--- src/rtl/lqa_pkg.sv ---
// Shared constants and types for the LQA report word unpacker.
package lqa_pkg;

   localparam int unsigned WordBits   = 21;  // bits per data word
   localparam int unsigned ReportBits = 36;  // bits per packed report
   localparam int unsigned BufBits    = 56;  // bit buffer depth
   localparam int unsigned HeldBits   = 6;   // holds 0..56
   localparam int unsigned RestBits   = 5;   // leftover after a report, 0..20
   localparam int unsigned CountBits  = 8;   // report count in header
   localparam int unsigned DesigBits  = 20;  // frequency designator
   localparam int unsigned FreqBits   = 27;  // designator times step
   localparam int unsigned FreqStep   = 100; // hertz per designator unit

   localparam logic [FreqBits-1:0] FreqMax = FreqBits'(104857500);

   // Item opcodes
   localparam logic OP_HEADER = 1'b0;
   localparam logic OP_DATA   = 1'b1;

   typedef struct packed {
      logic                op;
      logic [WordBits-1:0] payload;
   } in_item_type;

   typedef struct packed {
      logic [FreqBits-1:0] freq_hz;
      logic [2:0]          age;
      logic [2:0]          multipath;
      logic [4:0]          sinad;
      logic [4:0]          ber;
      logic                last;
   } report_type;

endpackage

--- src/rtl/lqa_req_if.sv ---
// Input channel: header and data words.
interface lqa_req_if;
   import lqa_pkg::*;

   logic                valid;
   logic                ready;
   logic                op;
   logic [WordBits-1:0] payload;

   modport source (output valid, output op, output payload, input ready);
   modport sink   (input valid, input op, input payload, output ready);
endinterface

--- src/rtl/lqa_rsp_if.sv ---
// Result channel: one unpacked LQA report per item.
interface lqa_rsp_if;
   import lqa_pkg::*;

   logic                valid;
   logic                ready;
   logic [FreqBits-1:0] freq_hz;
   logic [2:0]          age;
   logic [2:0]          multipath;
   logic [4:0]          sinad;
   logic [4:0]          ber;
   logic                last;

   modport source (output valid, output freq_hz, output age, output multipath,
                   output sinad, output ber, output last, input ready);
   modport sink   (input valid, input freq_hz, input age, input multipath,
                   input sinad, input ber, input last, output ready);
endinterface

--- src/rtl/lqa_report_word_unpacker_unit.sv ---
// LQA report unpacker: takes a header word (report count in bits 7:0) and then
// 21-bit data words, and emits one 36-bit report (frequency in Hz, age,
// multipath, SINAD, BER, last flag) each time enough bits have arrived. One word
// is taken per clock cycle as long as the result side keeps up; a word waits in the
// input register, and its report is loaded into the result register when the word
// moves on. The result register lets the next word in while a report waits, and
// req.ready follows rsp.ready in the same cycle once both registers are full. No
// words are taken while reset is high.
module lqa_report_word_unpacker_unit (
   input  logic    clock,
   input  logic    reset,
   lqa_req_if.sink  req,
   lqa_rsp_if.source rsp
);
   import lqa_pkg::*;

   logic        room, fire, has_report;
   in_item_type item;
   report_type  report;

   lqa_in_stage u_in_stage (
      .clock (clock),
      .reset (reset),
      .room  (room),
      .req   (req),
      .fire  (fire),
      .item  (item)
   );

   lqa_unpack u_unpack (
      .clock      (clock),
      .reset      (reset),
      .fire       (fire),
      .item       (item),
      .has_report (has_report),
      .report     (report)
   );

   lqa_out_stage u_out_stage (
      .clock  (clock),
      .reset  (reset),
      .load   (has_report),
      .report (report),
      .room   (room),
      .rsp    (rsp)
   );
endmodule

--- src/rtl/lqa_in_stage.sv ---
// Input register: holds one accepted word until the core consumes it.
module lqa_in_stage (
   input  logic                 clock,
   input  logic                 reset,
   input  logic                 room,
   lqa_req_if.sink              req,
   output logic                 fire,
   output lqa_pkg::in_item_type item
);
   import lqa_pkg::*;

   logic        valid_ff, valid_in;
   in_item_type item_ff;
   logic        take;

   // Held word moves on when the result side has room
   assign fire      = valid_ff && room;
   assign req.ready = !reset && (!valid_ff || fire);
   assign take      = req.valid && req.ready;
   assign valid_in  = take || (valid_ff && !fire);
   assign item      = item_ff;

   always_ff @(posedge clock) begin
      if (reset) begin
         valid_ff <= 1'b0;
      end else begin
         valid_ff <= valid_in;
      end
   end

   always_ff @(posedge clock) begin
      if (take) begin
         item_ff.op      <= req.op;
         item_ff.payload <= req.payload;
      end
   end
endmodule

--- src/rtl/lqa_unpack.sv ---
// Message state and bit buffer; slices a 36-bit report out when one is complete.
module lqa_unpack (
   input  logic                 clock,
   input  logic                 reset,
   input  logic                 fire,
   input  lqa_pkg::in_item_type item,
   output logic                 has_report,
   output lqa_pkg::report_type  report
);
   import lqa_pkg::*;

   logic                 active_ff, active_in;
   logic [CountBits-1:0] left_ff, left_in, left_dec;
   logic [BufBits-1:0]   bits_ff, bits_in, shifted, aligned;
   logic [HeldBits-1:0]  held_ff, held_in, held_sum, rest_full;
   logic [RestBits-1:0]  rest;
   logic [ReportBits-1:0] rep_word;
   logic [DesigBits-1:0] desig;
   logic                 full, is_last, is_data;

   // Append the new word, MSB first; bits above the held count are don't-care
   assign shifted   = {bits_ff[BufBits-WordBits-1:0], item.payload};
   assign held_sum  = held_ff + HeldBits'(WordBits);
   assign full      = held_sum >= HeldBits'(ReportBits);
   assign rest_full = held_sum - HeldBits'(ReportBits);
   assign rest      = rest_full[RestBits-1:0];
   assign aligned   = shifted >> rest;
   assign rep_word  = aligned[ReportBits-1:0];
   assign left_dec  = left_ff - CountBits'(1);
   assign is_last   = (left_dec == '0);
   assign is_data   = (item.op == OP_DATA);

   // Report fields, MSB to LSB: designator, age, multipath, SINAD, BER
   assign desig            = rep_word[ReportBits-1 -: DesigBits];
   assign report.freq_hz   = FreqBits'(desig) * FreqBits'(FreqStep);
   assign report.age       = rep_word[15:13];
   assign report.multipath = rep_word[12:10];
   assign report.sinad     = rep_word[9:5];
   assign report.ber       = rep_word[4:0];
   assign report.last      = is_last;

   assign has_report = fire && is_data && active_ff && full;

   // Next state
   always_comb begin
      active_in = active_ff;
      left_in   = left_ff;
      held_in   = held_ff;
      bits_in   = bits_ff;
      if (!is_data) begin
         // Header restarts the message
         left_in   = item.payload[CountBits-1:0];
         active_in = (item.payload[CountBits-1:0] != '0);
         held_in   = '0;
      end else if (active_ff) begin
         bits_in = shifted;
         if (full) begin
            left_in = left_dec;
            held_in = HeldBits'(rest);
            if (is_last) begin
               // Pad bits are dropped with the message
               active_in = 1'b0;
               held_in   = '0;
            end
         end else begin
            held_in = held_sum;
         end
      end
   end

   always_ff @(posedge clock) begin
      if (reset) begin
         active_ff <= 1'b0;
         left_ff   <= '0;
         held_ff   <= '0;
      end else if (fire) begin
         active_ff <= active_in;
         left_ff   <= left_in;
         held_ff   <= held_in;
      end
   end

   always_ff @(posedge clock) begin
      if (fire) begin
         bits_ff <= bits_in;
      end
   end
endmodule

--- src/rtl/lqa_out_stage.sv ---
// Result register: holds a report until the sink takes it.
module lqa_out_stage (
   input  logic                clock,
   input  logic                reset,
   input  logic                load,
   input  lqa_pkg::report_type report,
   output logic                room,
   lqa_rsp_if.source           rsp
);
   import lqa_pkg::*;

   logic       valid_ff, valid_in;
   report_type data_ff;

   // Free now, or emptied at this edge
   assign room     = !valid_ff || rsp.ready;
   assign valid_in = load || (valid_ff && !rsp.ready);

   always_ff @(posedge clock) begin
      if (reset) begin
         valid_ff <= 1'b0;
      end else begin
         valid_ff <= valid_in;
      end
   end

   always_ff @(posedge clock) begin
      if (load) begin
         data_ff <= report;
      end
   end

   assign rsp.valid     = valid_ff;
   assign rsp.freq_hz   = data_ff.freq_hz;
   assign rsp.age       = data_ff.age;
   assign rsp.multipath = data_ff.multipath;
   assign rsp.sinad     = data_ff.sinad;
   assign rsp.ber       = data_ff.ber;
   assign rsp.last      = data_ff.last;
endmodule

--- src/flat_wrapper.sv ---
// flat-port wrapper written by rule: the top's interface ports become plain ports
module lqa_report_word_unpacker_unit_flat import lqa_pkg::*;
  (clock, reset, req_valid, req_op, req_payload, req_ready, rsp_valid, rsp_freq_hz, rsp_age, rsp_multipath, rsp_sinad, rsp_ber, rsp_last, rsp_ready);
  lqa_req_if req_i ();
  lqa_rsp_if rsp_i ();
  input  logic clock;
  input  logic reset;
  input wire logic [$bits(req_i.valid)-1:0] req_valid;
  input wire logic [$bits(req_i.op)-1:0] req_op;
  input wire logic [$bits(req_i.payload)-1:0] req_payload;
  output wire logic [$bits(req_i.ready)-1:0] req_ready;
  output wire logic [$bits(rsp_i.valid)-1:0] rsp_valid;
  output wire logic [$bits(rsp_i.freq_hz)-1:0] rsp_freq_hz;
  output wire logic [$bits(rsp_i.age)-1:0] rsp_age;
  output wire logic [$bits(rsp_i.multipath)-1:0] rsp_multipath;
  output wire logic [$bits(rsp_i.sinad)-1:0] rsp_sinad;
  output wire logic [$bits(rsp_i.ber)-1:0] rsp_ber;
  output wire logic [$bits(rsp_i.last)-1:0] rsp_last;
  input wire logic [$bits(rsp_i.ready)-1:0] rsp_ready;
  assign req_i.valid = req_valid;
  assign req_i.op = req_op;
  assign req_i.payload = req_payload;
  assign req_ready = req_i.ready;
  assign rsp_valid = rsp_i.valid;
  assign rsp_freq_hz = rsp_i.freq_hz;
  assign rsp_age = rsp_i.age;
  assign rsp_multipath = rsp_i.multipath;
  assign rsp_sinad = rsp_i.sinad;
  assign rsp_ber = rsp_i.ber;
  assign rsp_last = rsp_i.last;
  assign rsp_i.ready = rsp_ready;
  lqa_report_word_unpacker_unit u_core (.clock(clock), .reset(reset), .req(req_i), .rsp(rsp_i));
endmodule
--- config.mk ---
export PLATFORM = sky130hd
export DESIGN_NAME = lqa_report_word_unpacker_unit_flat
export DESIGN_NICKNAME = d
export VERILOG_FILES = /design/src/rtl/lqa_pkg.sv /design/src/rtl/lqa_req_if.sv /design/src/rtl/lqa_rsp_if.sv /design/src/rtl/lqa_report_word_unpacker_unit.sv /design/src/rtl/lqa_in_stage.sv /design/src/rtl/lqa_unpack.sv /design/src/rtl/lqa_out_stage.sv /design/src/flat_wrapper.sv
export SDC_FILE = /design/constraint.sdc
export NUM_CORES = 1
export LEC_CHECK = 0
export BUFFER_PORTS_ARGS = -buffer_cell sky130_fd_sc_hd__buf_2
export CAP_MARGIN = 20
export CORE_ASPECT_RATIO = 0.5
export CORE_MARGIN = 2
export CORE_UTILIZATION = 40
export CTS_BUF_LIST = sky130_fd_sc_hd__clkbuf_2 sky130_fd_sc_hd__clkbuf_4 sky130_fd_sc_hd__clkbuf_8
export CTS_CLUSTER_SIZE = 16
export DETAILED_ROUTE_END_ITERATION = 6
export PLACE_DENSITY = 0.61
export REMOVE_ABC_BUFFERS = 1
export SLEW_MARGIN = 5
export SYNTH_ARGS = -nofsm -noshare
export SYNTH_HDL_FRONTEND = slang
export SYNTH_SLANG_ARGS = --single-unit
--- constraint.sdc ---
create_clock -name clock -period 5.5 [get_ports clock]
set_clock_uncertainty 0.1 [all_clocks]
set_input_delay 0.275 -clock clock [delete_from_list [all_inputs] [get_ports clock]]
set_output_delay 0.275 -clock clock [all_outputs]
set_load 0.03 [all_outputs]
==> results of run 1 <==
## worst paths after layout
check                                          start                                      endpoint  slack [ps]  cells after the start
max          u_core.u_unpack.held_ff[0]$_SDFFE_PP0P_  u_core.u_out_stage.rsp.freq_hz[26]$_DFFE_PP_         230                     20
min                                        rsp_ready       u_core.u_out_stage.rsp.valid$_SDFF_PP0_          70                      3
min reg2reg  u_core.u_unpack.left_ff[7]$_SDFFE_PP0P_       u_core.u_unpack.left_ff[7]$_SDFFE_PP0P_         390                      2
max reg2reg  u_core.u_unpack.held_ff[0]$_SDFFE_PP0P_  u_core.u_out_stage.rsp.freq_hz[26]$_DFFE_PP_         230                     20
## placed cells by master, fill, tap and decap left out, drive strengths merged, types with 5 or more instances in the layout
cell type	netlist	final
buf	52	196
nor2	131	131
edfxtp	99	99
ha	69	69
a21oi	68	68
inv	64	64
nand2	38	38
o21ai	33	33
mux4	28	28
dlygate4sd3	0	25
mux2	24	24
mux2i	24	24
nor3	22	22
xnor2	21	22
or3	21	21
clkbuf	6	21
a31oi	19	19
o31ai	19	19
o211ai	17	17
dfxtp	17	17
fa	15	15
a211oi	14	14
nand2b	14	14
o21a	10	10
nor2b	8	8
xor2	6	6
a21o	6	6
nand3b	5	5
and2	5	5
nand3	5	5
o22ai	5	5
and3	5	5
a21boi	5	5
clkinv	1	5
## metrics by stage
step,setup TNS (ps),hold slack [ps],utilization [%]
after detailed placement,-152,353,45.8
after CTS,0,12.8,48.9
final,0,67.5,49.6
after floorplan,-46330,244,-
after global routing,-23.2,50.0,49.6
after global placement,0,354,45.8
## synth_stat cells (5+ instances only)
cell type,number
nor2_1,131
edfxtp_1,99
ha_1,69
a21oi_1,66
inv_1,64
nand2_1,36
o21ai_0,32
mux4_2,22
nor3_1,21
or3_1,21
buf_2,20
mux2i_1,20
xnor2_1,20
a31oi_1,19
mux2_2,19
o31ai_1,18
buf_4,17
dfxtp_1,17
o211ai_1,17
fa_1,15
a211oi_1,14
nand2b_1,14
buf_6,10
o21a_1,10
nor2b_1,8
clkbuf_1,6
mux4_1,6
and2_1,5
and3_1,5
nand3_1,5
nand3b_1,5
o22ai_1,5
xor2_1,5
## cells by family (layout without fill, tap and decap cells)
logic type	Yosys count	count (layout)
AOI/OAI and AO/OA	245	245
xor gates and xnor gates	27	28
adders and majority gates	84	84
buffers and inverters	123	319
DFF	116	116
muxes	76	76
other	1	2
and+or+nand+nor	273	273
## worst reg2reg max path, cell delays in order (launching register included)
cell and delay, ps:
dfxtp_4 400, ha_4 360, buf_6 160, buf_4 170
mux2_2 370, mux2i_2 210, mux2_2 210, o21ai_0 120
a32o_1 300, ha_1 300, ha_1 290, inv_1 50
fa_1 500, inv_1 40, ha_1 330, and4_1 240
buf_4 130, nand3_1 80, o211ai_1 320, o21ai_2 110
a311oi_1 290
## timing repair
item,4_1_cts,5_1_grt
gates resized for setup,5,29
gates cloned,0,2
setup buffers,0,6
endpoints found under the setup margin,5,11
pin swaps,0,6
hold buffers,25,0
endpoints found under the hold margin,25,0
## layer usage
metal / GRT usage, % / up-vias / share of wire, %
met5: 0 / - / 0
met4: 6.27 / 0 / 1.6
met3: 4.74 / 38 / 6.8
met2: 35.3 / 276 / 46
met1: 29.7 / 3888 / 45
li1: - / 3904 / -
## registers in the layout, summed over array words and instances, names as in the netlist
| name | cells |
|---|---|
| u_core.u_unpack.bits_ff | 35 |
| u_core.u_out_stage.rsp.freq_hz | 25 |
| u_core.u_in_stage.item | 22 |
| u_core.u_unpack.left_ff | 8 |
| u_core.u_unpack.held_ff | 6 |
| u_core.u_out_stage.rsp.ber | 5 |
| u_core.u_out_stage.rsp.sinad | 5 |
| u_core.u_out_stage.rsp.age | 3 |
| u_core.u_out_stage.rsp.multipath | 3 |
| u_core.u_in_stage.valid_ff | 1 |
| u_core.u_out_stage.rsp.last | 1 |
| u_core.u_out_stage.rsp.valid | 1 |
| u_core.u_unpack.active_ff | 1 |
## power groups by stage
stage	combinational [mW]	sequential [mW]	clock [mW]
after floorplan	0.445	1.03	0
after global placement	0.666	1.04	0
after detailed placement	0.677	1.04	0
after CTS	0.700	1.02	0.928
after global routing	0.800	1.02	0.959
final	0.709	1.02	0.897
## final cells by class
class                      count  share of cell area [%]
multi-input combinational    708                    48.8
sequential                   116                    28.1
timing repair buffer         222                    14.0
tap                          315                    3.33
clock buffer                  20                    2.22
inverter                      65                    2.06
clock inverter                12                    1.53
==> impl_metrics.json, run 1 <==
{
  "crit_buf_inv": 5,
  "n_antenna_cell": 0,
  "antenna_found_initial": 0,
  "relSlewSlack_pct": 34.0,
  "track_usage_pct": 21.8,
  "num_rows": 40,
  "dieArea_sq_mm": 0.0254,
  "place_area_sq_mm": 0.0109,
  "cpMostUsedCell": "ha_1",
  "syn_area_sq_mm": 0.00963,
  "synth_xor_area_share_pct": 2.73,
  "die_h_um": 114,
  "outcome": "complete, no violations",
  "wl_per_cell_um": 18.9,
  "yosys_warnings": 0,
  "dp_slack_ps": -89.9,
  "ioPinCount": 72,
  "layout-drive-gt1-share_pct": 28.1,
  "synth_top_family_by_area": "compound AO/OA/AOI/OAI gates",
  "worst_pin_slew_ps": 991,
  "grt_max_degree": 50,
  "hold_viol_final": 0,
  "port_buffers": 69,
  "pwr-share-clk_pct": 34.2,
  "path_clk_slew_ps": 70,
  "fin_ws_ps": 231,
  "dp_hpwl_um": 20600,
  "min_path_type": "in -> reg",
  "synthAdderAreaFrac_pct": 12.1,
  "synth.largest_area_cell": "edfxtp_1",
  "synth_cells": 945,
  "synth_mux_area_share_pct": 12.6,
  "core_area_sq_mm": 0.0238,
  "initial_utilization_pct": 40.4,
  "viasPerCell": 5.56,
  "seqPwrFrac_pct": 38.8,
  "synth.distinct_cells": 93,
  "synthFlopType": "edfxtp_1",
  "netlist.area_leader.share_pct": 30.9,
  "fp.dieW_um": 223,
  "multi_input_area_sq_mm": 0.00577,
  "setup.worst_path.start_class": "flip-flop",
  "crit_path_max_incr_delay_ps": 500,
  "setup_viol": 0,
  "cts_tree": "yes",
  "h-tree-depth": 4,
  "clk_latency_ps": 480,
  "ir_drop_uv": 232,
  "yosysSeqAreaShare_pct": 34.4,
  "sw_frac_of_total_pct": 29.2,
  "drt_iter0_drc": 753,
  "p_switching_uw": 766,
  "required_ps": 5690,
  "crit_type": "reg -> reg",
  "synthArstFlopShare_pct": 0,
  "cpMaxStageDelayCell": "fa_1",
  "routabilityCongestion": 0.901,
  "cts_sinks": 116,
  "crit_fanout": 8,
  "dp.cells": 1392,
  "ant_nets": 0,
  "wirelength_um": 27600,
  "num_vias": 8106,
  "leakagePower_nw": 4.72,
  "internal_power_mw": 1.86,
  "max_freq_ghz": 0.190,
  "grt_overflow": 0,
  "crit_family": "adder cells",
  "synthTopCellsByArea": "edfxtp_1, ha_1, mux4_2",
  "cts_buffers": 17,
  "design_area_sq_mm": 0.0118,
  "power.total_mw": 2.62,
  "max_cap_viol_count": 0,
  "ys_ff_latch": 116,
  "fillCellCount": 2191,
  "crit_chain": "ha_4, buf_6, buf_4, mux2_2, mux2i_2, mux2_2, o21ai_0, a32o_1, ha_1, ha_1, inv_1, fa_1, inv_1, ha_1, and4_1, buf_4, nand3_1, o211ai_1, o21ai_2, a311oi_1",
  "avgSynthCellArea_sq_um": 10.2,
  "drt_first_pass_iters": 5,
  "period_share_pct": 95.8,
  "synth_compound_area_share_pct": 17.4,
  "area_growth_pct": 22.8,
  "fin_nets": 1240,
  "seq_area_sq_mm": 0.00332,
  "cts-root-buf": "clkbuf_8",
  "cp.arrival_ps": 5460,
  "clockBufferDepth": 2,
  "period_minus_slack_ps": 5270,
  "combPwrFrac_pct": 27.0,
  "yosys.area_share.simple_pct": 13.6,
  "grt_pass1_vias": 7720,
  "power-per-cell-area_mw_per_mm2": 222,
  "grt_pass1_wl_um": 42700,
  "synth-edff-count": 99,
  "drc": 0,
  "stdcell_count": 1458,
  "finalMaxSlewViolations": 0,
  "crit_path_end_kind": "flip-flop"
}
No activity file was read; power rests on OpenSTA's default activity.
==> inputs of run 2 (changes only) <==
--- a/config.mk
+++ b/config.mk
@@ -8,7 +8,7 @@
 export BUFFER_PORTS_ARGS = -buffer_cell sky130_fd_sc_hd__buf_2
 export CAP_MARGIN = 20
 export CORE_ASPECT_RATIO = 0.5
-export CORE_MARGIN = 2
+export CORE_MARGIN = 8
 export CORE_UTILIZATION = 40
 export CTS_BUF_LIST = sky130_fd_sc_hd__clkbuf_2 sky130_fd_sc_hd__clkbuf_4 sky130_fd_sc_hd__clkbuf_8
 export CTS_CLUSTER_SIZE = 16
@@ -18,4 +18,5 @@
 export SLEW_MARGIN = 5
 export SYNTH_ARGS = -nofsm -noshare
 export SYNTH_HDL_FRONTEND = slang
+export SYNTH_HIERARCHICAL = 1
 export SYNTH_SLANG_ARGS = --single-unit
==> constraint.sdc (replaced) <==
create_clock -name clock -period 4.66 [get_ports clock]
set_clock_uncertainty 0.1 [all_clocks]
set_input_delay 0.233 -clock clock [delete_from_list [all_inputs] [get_ports clock]]
set_output_delay 0.233 -clock clock [all_outputs]
set_load 0.03 [all_outputs]
==> impl_metrics.json, run 2 <==
{
  "ioPinCount": 72,
  "critPathLaunch": "u_core/u_unpack/held_ff[0]$_SDFFE_PP0P_",
  "clockBufferDepth": 2,
  "finalMaxSlewViolations": 0,
  "internal_power_mw": 2.35,
  "track_usage_pct": 19.1,
  "die_h_um": 125,
  "hold_slack_ps": 88.8,
  "layout-drive-gt1-share_pct": 46.2,
  "grt_pass1_wl_um": 45700,
  "crit_type": "reg -> reg",
  "violations": "setup timing",
  "power-per-cell-area_mw_per_mm2": 247,
  "largest_reg_flops": 35,
  "synthTopCellsByArea": "edfxtp_1, ha_1, mux4_2",
  "drc": 0,
  "hold_depth": 2,
  "routabilityCongestion": 0.883,
  "path_clk_slew_ps": 90,
  "num_vias": 8729,
  "num_rows": 40,
  "synth.largest_area_cell": "edfxtp_1",
  "rrSetupSlack_ps": -540,
  "period_minus_slack_ps": 5200,
  "fin_ws_ps": -539,
  "seqPwrFrac_pct": 35.7,
  "cts_buffers": 17,
  "synthFlopType": "edfxtp_1",
  "worst_pin_slew_ps": 663,
  "mostFrequentLayoutCells": "buf_4, edfxtp_1, nor2_1",
  "ys_ff_latch": 118,
  "core_area_sq_mm": 0.0238,
  "fp.dieW_um": 235,
  "hold_viol_final": 0,
  "final_util_pct": 58.2,
  "leakagePower_nw": 5.72,
  "drt_iter0_drc": 722,
  "fillCellCount": 1932,
  "cp.arrival_ps": 5310,
  "rsz0062_at_grt": "true",
  "wl_per_cell_um": 18.4,
  "initial_utilization_pct": 40.3,
  "syn_area_sq_mm": 0.00959,
  "dp.cells": 1497,
  "synth-edff-count": 101,
  "r2r_cells": 20,
  "drt_first_pass_iters": 5,
  "mostFrequentLayoutCell": "buf_4",
  "yosys_warnings": 6,
  "n_antenna_cell": 0,
  "synth.distinct_cells": 86,
  "reg2reg_to": "u_core/u_out_stage/rsp.freq_hz[20]$_DFFE_PP_",
  "place_area_sq_mm": 0.0118,
  "relSlewSlack_pct": 55.7,
  "dp_hpwl_um": 21200,
  "avgSynthCellArea_sq_um": 10.1,
  "required_ps": 4770,
  "cts-root-buf": "clkbuf_8",
  "crit_end": "u_core/u_out_stage/rsp.freq_hz[20]$_DFFE_PP_",
  "ir_drop_uv": 167,
  "synth_cells": 945,
  "period_share_pct": 112,
  "cts_sinks": 118,
  "netlist.area_leader.share_pct": 31.6,
  "stdcell_count": 1603,
  "grt_max_degree": 36,
  "wirelength_um": 29400,
  "crit_fanout": 7,
  "regMostFlops": "u_core/u_unpack/bits_ff",
  "pwr-share-clk_pct": 28.6,
  "area_growth_pct": 44.4,
  "dieArea_sq_mm": 0.0295,
  "p_switching_mw": 1.07,
  "antenna_found_initial": 0,
  "viasPerCell": 5.45,
  "h-tree-depth": 4,
  "combPwrFrac_pct": 35.7,
  "max_cap_viol_count": 0,
  "rr_startpoint": "u_core/u_unpack/held_ff[0]$_SDFFE_PP0P_",
  "setup_viol": 14,
  "sw_frac_of_total_pct": 31.4,
  "yosysSeqAreaShare_pct": 35.2,
  "setup.worst_path.start_class": "flip-flop",
  "synthArstFlopShare_pct": 0,
  "yosys-top-cells-count": "nor2_1, edfxtp_1, ha_1, inv_1, nand2_1",
  "design_area_sq_mm": 0.0138,
  "crit_path_end_kind": "flip-flop",
  "grt_overflow": 0,
  "cts_tree": "yes",
  "outcome": "finished, violations left",
  "ant_nets": 0,
  "min_path_type": "in -> reg",
  "dp_slack_ps": -967,
  "grt_pass1_vias": 8648,
  "port_buffers": 71,
  "fin_nets": 1385,
  "yosysMostFrequentCell": "nor2_1",
  "max_freq_ghz": 0.192,
  "clk_latency_ps": 480
}
## run 2: critical path, stage by stage (launching register included)
cell	delay, ps
dfxtp_4	370
ha_4	350
buf_12	140
mux4_2	550
or2_4	270
a31o_4	250
nor2_4	120
a31oi_4	60
ha_4	260
ha_4	260
inv_2	30
fa_1	480
inv_2	50
ha_4	220
o211ai_1	230
a21oi_2	70
o41ai_2	380
buf_4	220
a21oi_4	70
o41ai_2	320
xnor2_1	110
## run 2: final cells by class
type                       instances  area, sq um  share of cell area, %
multi-input combinational        699         6460                   46.7
sequential                       118         3380                   24.4
timing repair buffer             371         2950                   21.3
tap                              315          394                   2.85
clock buffer                      19          262                   1.89
inverter                          68          255                   1.84
clock inverter                    13          145                   1.05
## run 2: cell families (layout without fill, tap and decap cells)
kind of cell             Yosys count  in the layout  synth area share (%)
AND/OR/NAND/NOR                  264            264                  12.8
AO/OA/AOI/OAI                    228            228                  16.8
buffers and inverters            129            471                  6.97
flip-flops                       118            118                  35.2
multiplexers                      92             92                  13.3
adder cells (fa/ha/maj)           84             84                  12.1
XOR/XNOR                          29             29                  2.81
other                              1              2                0.0391
## run 2: per-layer routing
metal | global-route usage, % | vias to the layer above | routed length, um
met5 | 0 | - | 0
met4 | 6.01 | 0 | 664
met3 | 4.45 | 46 | 1660
met2 | 32.2 | 280 | 14200
met1 | 24.2 | 4232 | 12900
li1 | - | 4171 | -
## run 2: worst min-delay path by stage
stage,startpoint,to,slack [ps]
2_1_floorplan,reset,u_core/u_out_stage/rsp.valid$_SDFF_PP0_,200
3_3_place_gp,req_payload[3],u_core/u_in_stage/item[3]$_DFFE_PP_,310
3_5_place_dp,req_payload[18],u_core/u_in_stage/item[18]$_DFFE_PP_,310
4_1_cts,reset,u_core/u_unpack/left_ff[0]$_SDFFE_PP0P_,50
5_1_grt,reset,u_core/u_out_stage/rsp.valid$_SDFF_PP0_,70
6_report,reset,u_core/u_out_stage/rsp.valid$_SDFF_PP0_,90
## run 2: power by group through the flow
stage | clock network (mW) | registers [mW] | logic, mW
2_1_floorplan | 0 | 1.24 | 0.545
3_3_place_gp | 0 | 1.25 | 0.880
3_5_place_dp | 0 | 1.25 | 0.905
4_1_cts | 1.01 | 1.22 | 1.07
5_1_grt | 1.06 | 1.23 | 1.34
6_report | 0.980 | 1.22 | 1.22
## run 2: through the flow
stage	power (mW)	setup TNS, ps
global placement	2.13	-10420
floorplan	1.78	-106950
finish	3.42	-5490
global route	3.62	-8110
CTS	3.31	-4190
detailed placement	2.15	-11560
## run 2: what timing repair did
item                                   in CTS  in global routing
setup endpoints to repair                  17                 16
pin swaps                                  56                 55
cloned                                      3                  0
hold buffers                               24                  0
buffers inserted                           27                 25
gates resized for setup                   113                 92
endpoints found under the hold margin      24                  0
